===== src/rtl/core/sos_pkg.sv =====
// ----------------------------------------------------------------------------
// sos_pkg
// Shared constants, codes and the quarter-wave sine ROM of the sequencer.
// ----------------------------------------------------------------------------
package sos_pkg;

    localparam int SINE_ENTRIES = 256;
    localparam int SINE_BITS    = 16;
    localparam int PHASE_BITS   = 32;

    localparam int IDX_BITS     = $clog2(SINE_ENTRIES);
    localparam int QUAD_BITS    = PHASE_BITS - 2;
    localparam int ROUND_SHIFT  = 31 - SINE_BITS;
    localparam int ANGLE_W      = 11;
    localparam int ELAPSED_W    = 26;

    localparam logic [SINE_BITS-2:0] SINE_FULL = {(SINE_BITS-1){1'b1}};
    localparam logic [63:0]          HALF_PI_Q30 = 64'd1686629713;

    // Machine states
    localparam logic [1:0] ST_IDLE  = 2'd0;
    localparam logic [1:0] ST_SHAKE = 2'd1;
    localparam logic [1:0] ST_REST  = 2'd2;
    localparam logic [1:0] ST_TUNE  = 2'd3;

    // Command codes
    localparam logic [2:0] MODE_TICK   = 3'd0;
    localparam logic [2:0] MODE_START  = 3'd1;
    localparam logic [2:0] MODE_STOP   = 3'd2;
    localparam logic [2:0] MODE_TUNE   = 3'd3;
    localparam logic [2:0] MODE_CLEAR  = 3'd4;
    localparam logic [2:0] MODE_TARGET = 3'd5;

    // Register indexes
    localparam logic [2:0] REG_CENTER    = 3'd0;
    localparam logic [2:0] REG_AMPLITUDE = 3'd1;
    localparam logic [2:0] REG_PHASE     = 3'd2;
    localparam logic [2:0] REG_SHAKE     = 3'd3;
    localparam logic [2:0] REG_REST      = 3'd4;
    localparam logic [2:0] REG_TUNE      = 3'd5;

    // Last sine sign seen
    localparam logic [1:0] SIGN_NONE = 2'd0;
    localparam logic [1:0] SIGN_POS  = 2'd1;
    localparam logic [1:0] SIGN_NEG  = 2'd2;

    localparam logic [7:0] ANGLE_MAX = 8'd180;

    typedef logic [SINE_BITS-2:0] sine_rom_t [SINE_ENTRIES];

    localparam logic [63:0] TAYLOR_DIV [7] = '{64'd6, 64'd20, 64'd42, 64'd72,
                                               64'd110, 64'd156, 64'd210};

    // Q30 Taylor series of sin, rounded half up to the table format
    function automatic sine_rom_t build_sine_rom();
        sine_rom_t          rom;
        logic [63:0]        x;
        logic [63:0]        x2;
        logic [63:0]        term;
        logic [63:0]        v;
        logic signed [63:0] sum;
        for (int i = 0; i < SINE_ENTRIES; i++)
        begin
            x    = (HALF_PI_Q30 * 64'(i)) / SINE_ENTRIES;
            x2   = (x * x) >> 30;
            term = x;
            sum  = signed'(x);
            for (int k = 1; k <= 7; k++)
            begin
                term = ((term * x2) >> 30) / TAYLOR_DIV[k-1];
                if (k % 2 == 1)
                begin
                    sum = sum - signed'(term);
                end
                else
                begin
                    sum = sum + signed'(term);
                end
            end
            if (sum < 0)
            begin
                sum = 64'sd0;
            end
            v = (unsigned'(sum) + (64'd1 << (ROUND_SHIFT - 1))) >> ROUND_SHIFT;
            if (v > 64'(SINE_FULL))
            begin
                v = 64'(SINE_FULL);
            end
            rom[i] = v[SINE_BITS-2:0];
        end
        return rom;
    endfunction

    localparam sine_rom_t SINE_ROM = build_sine_rom();

endpackage


===== src/rtl/core/sos_angle.sv =====
// ----------------------------------------------------------------------------
// sos_angle
// Sine lookup of the phase and the clamped servo angle it gives.
// ----------------------------------------------------------------------------
module sos_angle
    import sos_pkg::*;
(
    input  logic [PHASE_BITS-1:0] phase,
    input  logic [7:0]            center,
    input  logic [7:0]            amplitude,
    output logic [7:0]            angle,
    output logic                  negative
);

    logic [1:0]                  quad;
    logic [IDX_BITS-1:0]         idx;
    logic [IDX_BITS-1:0]         addr;
    logic                        full;
    logic [SINE_BITS-2:0]        mag;
    logic signed [SINE_BITS-1:0] sine;
    logic signed [SINE_BITS+8:0] prod;
    logic signed [ANGLE_W-1:0]   offset;
    logic signed [ANGLE_W-1:0]   sum;

    always_comb
    begin
        quad = phase[PHASE_BITS-1 -: 2];
        idx  = phase[QUAD_BITS-1 -: IDX_BITS];
        // odd quadrants run the table backwards; index zero there is full scale
        if (quad[0])
        begin
            addr = IDX_BITS'(~idx + 1'b1);
            full = (idx == '0);
        end
        else
        begin
            addr = idx;
            full = 1'b0;
        end
        mag  = full ? SINE_FULL : SINE_ROM[addr];
        sine = quad[1] ? -signed'({1'b0, mag}) : signed'({1'b0, mag});
        negative = quad[1] && (mag != '0);

        prod   = signed'({1'b0, amplitude}) * sine;
        // arithmetic shift floors towards minus infinity
        offset = ANGLE_W'(prod >>> (SINE_BITS - 1));
        sum    = signed'(ANGLE_W'({1'b0, center})) + offset;

        if (sum < 0)
        begin
            angle = 8'd0;
        end
        else if (sum > signed'(ANGLE_W'(ANGLE_MAX)))
        begin
            angle = ANGLE_MAX;
        end
        else
        begin
            angle = sum[7:0];
        end
    end

endmodule


===== src/rtl/core/servo_oscillation_sequencer.sv =====
// ----------------------------------------------------------------------------
// servo_oscillation_sequencer
// Idle / shaking / resting / tuning sequencer driven by ms ticks and commands.
// ----------------------------------------------------------------------------
//  channel  handshake          payload
//  in       in_valid/in_stall  mode, target_angle
//  out      out_valid/out_stall state_code, servo_angle, servo_enabled,
//                              step_total, cycle_total
//  cfg      cfg_valid/cfg_ready cfg_index, cfg_data
//
//  One item per cycle while the result side does not stall. Each transfer
//  enters the input register at its edge; the state and result registers
//  take it when the result side advances. The state loop runs through the
//  phase add, sine ROM and amplitude multiply without a register.
//  Reset sets all but the command and result data registers; ROM is constant.
//  A stalled result holds the input register; cfg_ready is always high.
// ----------------------------------------------------------------------------
module servo_oscillation_sequencer
    import sos_pkg::*;
(
    input  logic               clk,
    input  logic               rst_n,

    input  logic               in_valid,
    output logic               in_stall,
    input  logic [2:0]         mode,
    input  logic signed [15:0] target_angle,

    output logic               out_valid,
    input  logic               out_stall,
    output logic [1:0]         state_code,
    output logic [7:0]         servo_angle,
    output logic               servo_enabled,
    output logic [31:0]        step_total,
    output logic [31:0]        cycle_total,

    input  logic               cfg_valid,
    output logic               cfg_ready,
    input  logic [2:0]         cfg_index,
    input  logic [31:0]        cfg_data
);

    localparam logic [ELAPSED_W-1:0] ELAPSED_MAX = {ELAPSED_W{1'b1}};

    // configuration
    logic [7:0]  center_reg;
    logic [7:0]  amplitude_reg;
    logic [31:0] phase_step_reg;
    logic [15:0] shake_sec_reg;
    logic [15:0] rest_sec_reg;
    logic [15:0] tune_ms_reg;

    // input stage
    logic               in_full_reg;
    logic [2:0]         mode_reg;
    logic signed [15:0] target_reg;

    // machine state
    logic [1:0]            state_reg,   state_next;
    logic [ELAPSED_W-1:0]  elapsed_reg, elapsed_next;
    logic [PHASE_BITS-1:0] phase_reg,   phase_next;
    logic [1:0]            sign_reg,    sign_next;
    logic [31:0]           step_reg,    step_next;
    logic [31:0]           cycle_reg,   cycle_next;
    logic [7:0]            angle_reg,   angle_next;
    logic [7:0]            tpos_reg,    tpos_next;
    logic [7:0]            tgoal_reg,   tgoal_next;
    logic [15:0]           ttimer_reg,  ttimer_next;

    logic                  out_valid_reg;

    logic                  advance;
    logic                  fire;
    logic                  accept;
    logic [ELAPSED_W-1:0]  elapsed_inc;
    logic [ELAPSED_W-1:0]  shake_limit;
    logic [ELAPSED_W-1:0]  rest_limit;
    logic [PHASE_BITS-1:0] phase_inc;
    logic [15:0]           ttimer_inc;
    logic [7:0]            center_clamped;
    logic [7:0]            target_clamped;
    logic [7:0]            sine_angle;
    logic                  sine_negative;

    assign advance   = !out_valid_reg || !out_stall;
    assign fire      = in_full_reg && advance;
    assign in_stall  = in_full_reg && !advance;
    assign accept    = in_valid && !in_stall;
    assign cfg_ready = 1'b1;
    assign out_valid = out_valid_reg;

    assign elapsed_inc = (elapsed_reg < ELAPSED_MAX) ? elapsed_reg + 1'b1 : elapsed_reg;
    assign shake_limit = ELAPSED_W'(shake_sec_reg) * ELAPSED_W'(1000);
    assign rest_limit  = ELAPSED_W'(rest_sec_reg) * ELAPSED_W'(1000);
    assign phase_inc   = phase_reg + PHASE_BITS'(phase_step_reg);
    assign ttimer_inc  = (ttimer_reg != 16'hFFFF) ? ttimer_reg + 1'b1 : ttimer_reg;

    assign center_clamped = (center_reg > ANGLE_MAX) ? ANGLE_MAX : center_reg;
    assign target_clamped = (target_reg < 0) ? 8'd0 :
                            (target_reg > signed'(16'(ANGLE_MAX))) ? ANGLE_MAX :
                            target_reg[7:0];

    sos_angle u_angle
    (
        .phase     (phase_inc),
        .center    (center_reg),
        .amplitude (amplitude_reg),
        .angle     (sine_angle),
        .negative  (sine_negative)
    );

    always_comb
    begin
        state_next   = state_reg;
        elapsed_next = elapsed_reg;
        phase_next   = phase_reg;
        sign_next    = sign_reg;
        step_next    = step_reg;
        cycle_next   = cycle_reg;
        angle_next   = angle_reg;
        tpos_next    = tpos_reg;
        tgoal_next   = tgoal_reg;
        ttimer_next  = ttimer_reg;

        unique case (mode_reg)
            MODE_TICK:
            begin
                unique case (state_reg)
                    ST_SHAKE:
                    begin
                        phase_next = phase_inc;
                        if (elapsed_inc >= shake_limit)
                        begin
                            state_next   = ST_REST;
                            elapsed_next = '0;
                            angle_next   = center_clamped;
                        end
                        else
                        begin
                            elapsed_next = elapsed_inc;
                            angle_next   = sine_angle;
                            sign_next    = sine_negative ? SIGN_NEG : SIGN_POS;
                            if (sign_reg == SIGN_NEG && !sine_negative)
                            begin
                                step_next = step_reg + 1'b1;
                            end
                        end
                    end
                    ST_REST:
                    begin
                        if (elapsed_inc >= rest_limit)
                        begin
                            state_next   = ST_SHAKE;
                            elapsed_next = '0;
                            phase_next   = '0;
                            sign_next    = SIGN_NONE;
                            cycle_next   = cycle_reg + 1'b1;
                        end
                        else
                        begin
                            elapsed_next = elapsed_inc;
                        end
                    end
                    ST_TUNE:
                    begin
                        ttimer_next = ttimer_inc;
                        if (tpos_reg != tgoal_reg && ttimer_inc >= tune_ms_reg)
                        begin
                            ttimer_next = '0;
                            tpos_next   = (tpos_reg < tgoal_reg) ? tpos_reg + 1'b1
                                                                 : tpos_reg - 1'b1;
                            angle_next  = tpos_next;
                        end
                    end
                    default:
                    begin
                    end
                endcase
            end
            MODE_START:
            begin
                state_next   = ST_SHAKE;
                elapsed_next = '0;
                phase_next   = '0;
                sign_next    = SIGN_NONE;
                cycle_next   = cycle_reg + 1'b1;
            end
            MODE_STOP:
            begin
                state_next = ST_IDLE;
                angle_next = center_clamped;
            end
            MODE_TUNE:
            begin
                state_next  = ST_TUNE;
                tpos_next   = angle_reg;
                tgoal_next  = angle_reg;
                ttimer_next = '0;
            end
            MODE_CLEAR:
            begin
                step_next  = '0;
                cycle_next = '0;
            end
            MODE_TARGET:
            begin
                if (state_reg == ST_TUNE)
                begin
                    tgoal_next = target_clamped;
                end
            end
            default:
            begin
            end
        endcase
    end

    // configuration writes
    always_ff @(posedge clk or negedge rst_n)
    begin
        if (!rst_n)
        begin
            center_reg     <= 8'd90;
            amplitude_reg  <= 8'd30;
            phase_step_reg <= 32'd12884902;
            shake_sec_reg  <= 16'd10;
            rest_sec_reg   <= 16'd60;
            tune_ms_reg    <= 16'd20;
        end
        else if (cfg_valid)
        begin
            unique case (cfg_index)
                REG_CENTER:    center_reg     <= cfg_data[7:0];
                REG_AMPLITUDE: amplitude_reg  <= cfg_data[7:0];
                REG_PHASE:     phase_step_reg <= cfg_data;
                REG_SHAKE:     shake_sec_reg  <= cfg_data[15:0];
                REG_REST:      rest_sec_reg   <= cfg_data[15:0];
                REG_TUNE:      tune_ms_reg    <= cfg_data[15:0];
                default:
                begin
                end
            endcase
        end
    end

    // input register
    always_ff @(posedge clk or negedge rst_n)
    begin
        if (!rst_n)
        begin
            in_full_reg <= 1'b0;
        end
        else if (accept)
        begin
            in_full_reg <= 1'b1;
        end
        else if (fire)
        begin
            in_full_reg <= 1'b0;
        end
    end

    always_ff @(posedge clk)
    begin
        if (accept)
        begin
            mode_reg   <= mode;
            target_reg <= target_angle;
        end
    end

    // state update
    always_ff @(posedge clk or negedge rst_n)
    begin
        if (!rst_n)
        begin
            state_reg   <= ST_IDLE;
            elapsed_reg <= '0;
            phase_reg   <= '0;
            sign_reg    <= SIGN_NONE;
            step_reg    <= '0;
            cycle_reg   <= '0;
            angle_reg   <= 8'd90;
            tpos_reg    <= 8'd90;
            tgoal_reg   <= 8'd90;
            ttimer_reg  <= '0;
        end
        else if (fire)
        begin
            state_reg   <= state_next;
            elapsed_reg <= elapsed_next;
            phase_reg   <= phase_next;
            sign_reg    <= sign_next;
            step_reg    <= step_next;
            cycle_reg   <= cycle_next;
            angle_reg   <= angle_next;
            tpos_reg    <= tpos_next;
            tgoal_reg   <= tgoal_next;
            ttimer_reg  <= ttimer_next;
        end
    end

    // result register
    always_ff @(posedge clk or negedge rst_n)
    begin
        if (!rst_n)
        begin
            out_valid_reg <= 1'b0;
        end
        else if (fire)
        begin
            out_valid_reg <= 1'b1;
        end
        else if (!out_stall)
        begin
            out_valid_reg <= 1'b0;
        end
    end

    always_ff @(posedge clk)
    begin
        if (fire)
        begin
            state_code    <= state_next;
            servo_angle   <= angle_next;
            servo_enabled <= (state_next == ST_SHAKE) || (state_next == ST_TUNE);
            step_total    <= step_next;
            cycle_total   <= cycle_next;
        end
    end

endmodule


===== config.mk =====
export PLATFORM = sky130hd
export DESIGN_NAME = servo_oscillation_sequencer
export DESIGN_NICKNAME = d
export VERILOG_FILES = /design/src/rtl/core/sos_pkg.sv /design/src/rtl/core/sos_angle.sv /design/src/rtl/core/servo_oscillation_sequencer.sv
export SDC_FILE = /design/constraint.sdc
export NUM_CORES = 2
export LEC_CHECK = 0
export BUFFER_PORTS_ARGS = -buffer_cell sky130_fd_sc_hd__buf_2
export CORE_ASPECT_RATIO = 0.5
export CORE_UTILIZATION = 44
export CTS_CLUSTER_DIAMETER = 60
export CTS_CLUSTER_SIZE = 40
export DETAILED_ROUTE_END_ITERATION = 16
export PLACE_DENSITY_LB_ADDON = 0.1
export SYNTH_ARGS = -nofsm -noshare
export SYNTH_HDL_FRONTEND = slang
export SYNTH_SLANG_ARGS = --single-unit

===== constraint.sdc =====
create_clock -name clk -period 19.78 [get_ports clk]
set_input_delay 1.978 -clock clk [delete_from_list [all_inputs] [get_ports clk]]
set_output_delay 1.978 -clock clk [all_outputs]
set_load 0.01 [all_outputs]

Word level (Yosys, flattened, before mapping):

Memory sizes are Yosys's and may differ from the RTL's.
Index checks and enable logic that the tools add are counted.

* input bits: 59
* logic and storage cells: 163
* flip-flop bits (word level): 358
* memories kept: 1
* output and inout bits: 78
* memory bits (read-only): 3840

Memory list
* (no name shown): depth 256, bits a word 15, read ports 1, clocked after memory_dff 0, wr ports 0, RTL line sos_angle.sv:40 `mag = full ? SINE_FULL : SINE_ROM[addr];`

* equal/unequal tests: 25
* reduce and logical (&&, ||, !) cells: 33
* multipliers: 3
* $lt $le $gt $ge: 11
* bitwise gates (word level): 2
* add/subtract/negate cells: 10
* mux-type cells: 53

Operators with widths (count)
* 32-bit 2-to-1 mux: 6
* 32-bit case mux with 2 select lines: 3
* 26-bit case mux with 2 select lines: 2
* 8-bit 2-to-1 mux: 12
* 32-bit case mux with 3 select lines: 1
* 26-bit 2-to-1 mux: 3
* 32-bit by 1-bit adder with 32-bit output, second input constant: 2
* 16-bit 2-to-1 mux: 4
* 8-bit case mux with 2 select lines: 4
* 26-bit >= comparator: 2
* 16-bit by 7-bit multiplier with 23-bit output, second input constant: 2
* 15-bit 2-to-1 mux: 3
* 32-bit adder: 1
* 16-bit case mux with 2 select lines: 1
* 26-bit by 1-bit adder with 26-bit output, second input constant: 1
* 26-bit < comparator, second input constant: 1
* 9-bit by 16-bit multiplier with 25-bit output: 1
* 16-bit by 1-bit adder with 16-bit output, second input constant: 1
* 8-bit by 1-bit adder with 8-bit output, second input constant: 2
* 16-bit >= comparator: 1
* 16-bit by 9-bit > comparator with 1-bit output, second input constant: 1
* 16-bit by 1-bit < comparator with 1-bit output, second input constant: 1
* 16-bit != test, second input constant: 1
* 15-bit negation with 16-bit output: 1
* 34 further kinds: 80

Longest topological paths before layout:

* depth after elaboration: 19
* depth in mapped cells: 64
* mapped depth without buffers: 58

By module:

Synthesis repeated with hierarchy kept, for this count alone.

* cell total of the unflattened synthesis: 4131
* area, all modules: 36673.9 um^2

Modules (own cells, without submodules)
* servo_oscillation_sequencer: seq. area each 9449.1 um^2, cells each 2648, instances 1, area an instance 25944.9 um^2
* sos_angle: seq. area each 0.0 um^2, cells each 1483, instances 1, area an instance 10729.0 um^2

Least setup slack after synthesis:

OpenSTA, ideal clock, no wires.

* kind: reg-to-reg
* start point: register phase_step_reg[0]
* end point: register servo_angle[2], data pin
* path slack: 6021 ps
* setup time: 279 ps
* stages on the path, launching flop included: 59
* period minus slack after synthesis: 13759 ps
* buffers on the path: 5
* data arrival time: 13480 ps
* required time: 19501 ps
* cells stage by stage: dfrtp_1 > ha_1 > fa_1 > a21oi_1 > o211ai_1 > a211oi_4 > o21ai_2 > xnor2_4 > clkbuf_1 > buf_1 > ha_1 > o2111ai_1 > o21ai_1 > clkbuf_1 > ha_1 > clkbuf_1 > o21ai_1 > nand3_1 > [23 not listed] > nor4_1 > a31oi_4 > a2111oi_1 > nor2_1 > ha_1 > nor2b_1 > o21ai_0 > nand2b_1 > a21oi_1 > inv_1 > a21oi_1 > o211ai_1 > o311a_1 > nand4_1 > mux2i_1 > buf_2 > o31ai_1 > a31oi_1

* longest elaborated chain between the ends: 19
* elaborated cells on any way between the ends: 22
* those cells by class: add/sub (4); mul (1); order compare (2); mux (11); bitwise (2); reduce/logical (1); memory (1)

Ends and longest elaborated chain
* from (decl): RTL line servo_oscillation_sequencer.sv:48 `logic [31:0] phase_step_reg;`
* from (signal assigned): RTL line servo_oscillation_sequencer.sv:235 `REG_PHASE: phase_step_reg <= cfg_data;`
* 32-bit adder (*): RTL line servo_oscillation_sequencer.sv:95 `assign phase_inc = phase_reg + PHASE_BITS'(phase_step_reg);`
* 8-bit inverter: RTL line sos_angle.sv:32 `addr = IDX_BITS'(~idx + 1'b1);`
* 8-bit by 1-bit adder with 8-bit output: RTL line sos_angle.sv:32
* 8-bit 2-to-1 mux: RTL line sos_angle.sv:30 `if (quad[0])`
* 8-bit inverter with 9-bit output (not written as such): RTL line sos_angle.sv:40
* memory 256 x 15 bit
* 15-bit 2-to-1 mux (not written as such) (2 in a row): RTL line sos_angle.sv:40
* 15-bit 2-to-1 mux: RTL line sos_angle.sv:40
* [3 not listed]
* 9-bit by 10-bit adder with 11-bit output (*): RTL line sos_angle.sv:47 `sum = signed'(ANGLE_W'({1'b0, center})) + offset;`
* 11-bit by 9-bit > comparator with 1-bit output: RTL line sos_angle.sv:53 `else if (sum > signed'(ANGLE_W'(ANGLE_MAX)))`
* 8-bit 2-to-1 mux: RTL line sos_angle.sv:53
* 8-bit 2-to-1 mux (*): RTL line sos_angle.sv:49 `if (sum < 0)`
* 8-bit 2-to-1 mux (*): RTL line servo_oscillation_sequencer.sv:132 `if (elapsed_inc >= shake_limit)`
* 8-bit case mux with 2 select lines (*): RTL line servo_oscillation_sequencer.sv:128 `unique case (state_reg)`
* 8-bit case mux with 2 select lines (*): RTL line servo_oscillation_sequencer.sv:125 `unique case (mode_reg)`
* net angle_next[2]: RTL line servo_oscillation_sequencer.sv:65 `logic [7:0] angle_reg, angle_next;`
* to (signal assigned): RTL line servo_oscillation_sequencer.sv:325 `servo_angle <= angle_next;`
* to (decl): RTL line servo_oscillation_sequencer.sv:32 `output logic [7:0] servo_angle,`

The timed path passes the listed nets; every way through them passes the cells marked *. The select of a mux whose other input is x is not followed.
A chain may end at the register's enable or synchronous reset.

Worst setup path after layout:

* start point: register phase_step_reg[22]
* end point: register servo_angle[3], data pin

The elaborated chain is that of the path after synthesis.

==> out/results.tsv <==
stage	metric	value	unit
status	status	complete, no violations	
synth	Post-synth EDFFs	93	
route	DRC violations left	0	
final_layout	Layout Nets	4698	
synth	largest family of logic cells by synthesized area	compound AO/OA/AOI/OAI gates	
placed_design	placed wire-length estimate	89600	um
clocking	Clock Pin Slew Worst Setup and Hold Paths	0.09	ns
route	vias	32800	
floorplan	Cell Rows	74	
critical_path	largest stage delay on the critical path	0.83	ns
synth	post-synthesis adder-cell area fraction	0.2144	
floorplan	Die Y-Extent	206.4	um
placed_design	RePlAce Congestion	0.9863	
sta	Final TNS setup	0	ns
hold_path	worst hold start	phase_reg[30]$_DFFE_PN0P_	
synth	mux contribution to synthesized area	0.03511	
synth	syn nets	4718	
sta	Rel. slew slack	0.09535	
synth	commonest register cell after synthesis	dfrtp_1	
synth	netlist area before placement	36770	um2
route	DRT Pass-1 Iters	7	
sta	skew final	0.03994	ns
floorplan	die area	84810	um2
synth	register area share after synthesis	0.2570	
synth	Post-Syn Area per Cell	8.848	um2
synth	Synth Instances	4156	
clocking	clock tree buffer depth	3	
critical_path	critical path class	register to register	
route	antenna viol nets, final	0	
synth	Synth area leader	dfrtp_1	
floorplan	core area	82130	um2
grt	initial antenna violation count	2	
critical_path	slowest CP cell	a211oi_2	
route	WL/cell	23.15	um
clocking	Hold-fix buffers, CTS	0	
route	Iter 0 DRT Violations	3437	
final_layout	area grow syn2layout	6.880	%
grt	vias in the first global route	31540	
synth	top-area cell type share of the netlist area	0.1524	
critical_path	critical path's top delay family	compound AO/OA/AOI/OAI gates	
sta	RSZ-0062 raised after global routing	no	
sta	final setup fails	0	
critical_path	WP buf/inv	7	
job	Max Cap Violations	0	
route	DR vias/cell	6.237	
floorplan	die extent in x	410.8	um
hold_path	worst hold path class	register to register	
critical_path	type of destination of the critical path	register	
synth	Yosys reg bits	357	
clocking	cts repair resizes	0	
final_layout	share of cells above drive strength 1	0.1133	
synth	post-synthesis xor/xnor area fraction	0.03756	
sta	Tmin final	17.60	ns
clocking	CTS tree	yes	
sta	FMAX	56.82	MHz
critical_path	CP dominant cell by count	inv_1	
final_layout	Util after Layout	0.4786	
grt	total congestion overflow	0	
synth	fraction of registers with async set/reset	0.7395	
critical_path	CP Max Fanout	39	
grt	pin count of the biggest net entering global routing	73	
critical_path	Critical Path AT	17.98	ns
clocking	Clock Latency Late Sink	0.63	ns
synth	Area contributors post-synth	dfrtp_1 (15%), fa_1 (12%), ha_1 (9.9%)	
clocking	root buf cell	clkbuf_16	
sta	Setup WS post-layout	2.181	ns
floorplan	Starting Density	0.4478	
critical_path	crit path launch type	register	
floorplan	IO Pins	137	
synth	Post-Synth Simple-Gate Area	0.1656	
critical_path	R2R setup slack	2.18	ns
synth	Netlist cell types	118	
route	final wirelength	121700	um
clocking	CTS sink cnt	357	
sta	Slew Viols, Final	0	
critical_path	Crit path required time	20.16	ns
critical_path	CP startpoint	phase_step_reg[22]$_DFFE_PN1P_	
sta	Final Cycle Share	0.8897	
clocking	Post-CTS Setup Bufs	0	
placed_design	buffers added on ports	135	
grt	gr usage total	0.2856	
synth	Yosys Warn Count	0	
critical_path	RR Startpoint	phase_step_reg[22]$_DFFE_PN1P_	
sta	Worst Tran Pin Value	1.348	ns
grt	first-pass GRT wire length	190300	um
clocking	Num CTS Buffers	26	
clocking	H-Tree Level Count	1	
synth	Compound-Gate Fraction of Synth Area	0.2310	
sta	Final Hold Viols	0	
placed_design	Placement Setup Slack	2.623	ns
## through the flow
step	instances	hold slack (ns)	cell area, um2
global route	5259	0.5148	39300
detailed placement	5210	0.4742	38340
global placement	5210	0.4667	38340
CTS	5258	0.4965	39300
finish	5259	0.4891	39300
floorplan	4156	0.4492	36770
## tightest hold or removal path, stage by stage (launching register included)
cell,delay (ns)
dfrtp_1,0.35
nand2_1,0.05
o21ai_0,0.06
## layout make-up
type,count,area (um2)
clock inverter,20,299.0
timing repair buffer,201,1181
inverter,288,1084
tap,1102,1379
antenna,1,2.502
fill,7885,42820
multi-input combinational,3262,25250
clock buffer,28,658.1
sequential,357,9449
## final timing paths
check / endpoint / depth (start not counted)
setup / recovery: servo_angle[3]$_DFFE_PP_ / 54
hold / removal: phase_reg[30]$_DFFE_PN0P_ / 2
setup reg to reg: servo_angle[3]$_DFFE_PP_ / 54
hold reg to reg: phase_reg[30]$_DFFE_PN0P_ / 2
max in group asynchronous: phase_step_reg[27]$_DFFE_PN0P_ / 4
min in group asynchronous: cycle_reg[16]$_DFFE_PN0P_ / 1
## per-layer routing
layer  wire length [um]  GRT usage
met5                 13          0
met4               4496    0.09848
met3               8250    0.03806
met2              53200     0.4471
met1              55790     0.4049
## synthesized netlist by cell type (42+ instances only)
library cell / instances
nand4_1: 51
dfrtp_1: 224
nor3_1: 90
a211oi_1: 42
xnor2_1: 90
inv_1: 284
fa_1: 212
mux2_2: 86
ha_1: 291
nand2b_1: 43
a21o_1: 58
clkbuf_1: 163
and3_1: 53
xor2_1: 49
o21ai_0: 303
buf_2: 48
edfxtp_1: 93
nor2_1: 229
a31oi_1: 83
o211ai_1: 45
nand2_1: 385
a21oi_1: 256
and2_1: 79
nand3_1: 157
## cell families (layout without fill, tap and decap cells)
family          after synthesis  count (layout)
xor+xnor                    147             147
fa+ha+maj                   503             503
buf+inv                     537             537
other cells                   1               2
flops                       357             357
simple gates               1247            1247
compound gates             1247            1247
mux                         117             117
## cells in the final DEF (no fill, tap or decap), types with 22 or more instances in the layout
cell	instances
and3_1	53
nand3_1	157
o21ai_0	302
ha_1	291
nor3_1	87
nor4_1	27
a22o_1	28
o31ai_1	34
xor2_1	47
buf_2	134
o211ai_1	45
inv_1	283
dfrtp_1	224
nand2b_1	43
nor2_1	226
o311ai_0	35
fa_1	212
a21oi_1	256
xnor2_1	87
nand2_1	385
dfstp_2	40
or3_1	29
o22ai_1	22
mux2i_1	30
a31oi_1	83
edfxtp_1	93
clkbuf_16	26
and2_1	79
nand4_1	51
a211oi_1	42
mux2_2	86
buf_4	66
a22oi_1	30
a21o_1	58
nor2b_1	24
o21a_1	34
Power is not shown: default switching activity piles up to over one toggle a cycle in this logic, so the estimate is an artifact.
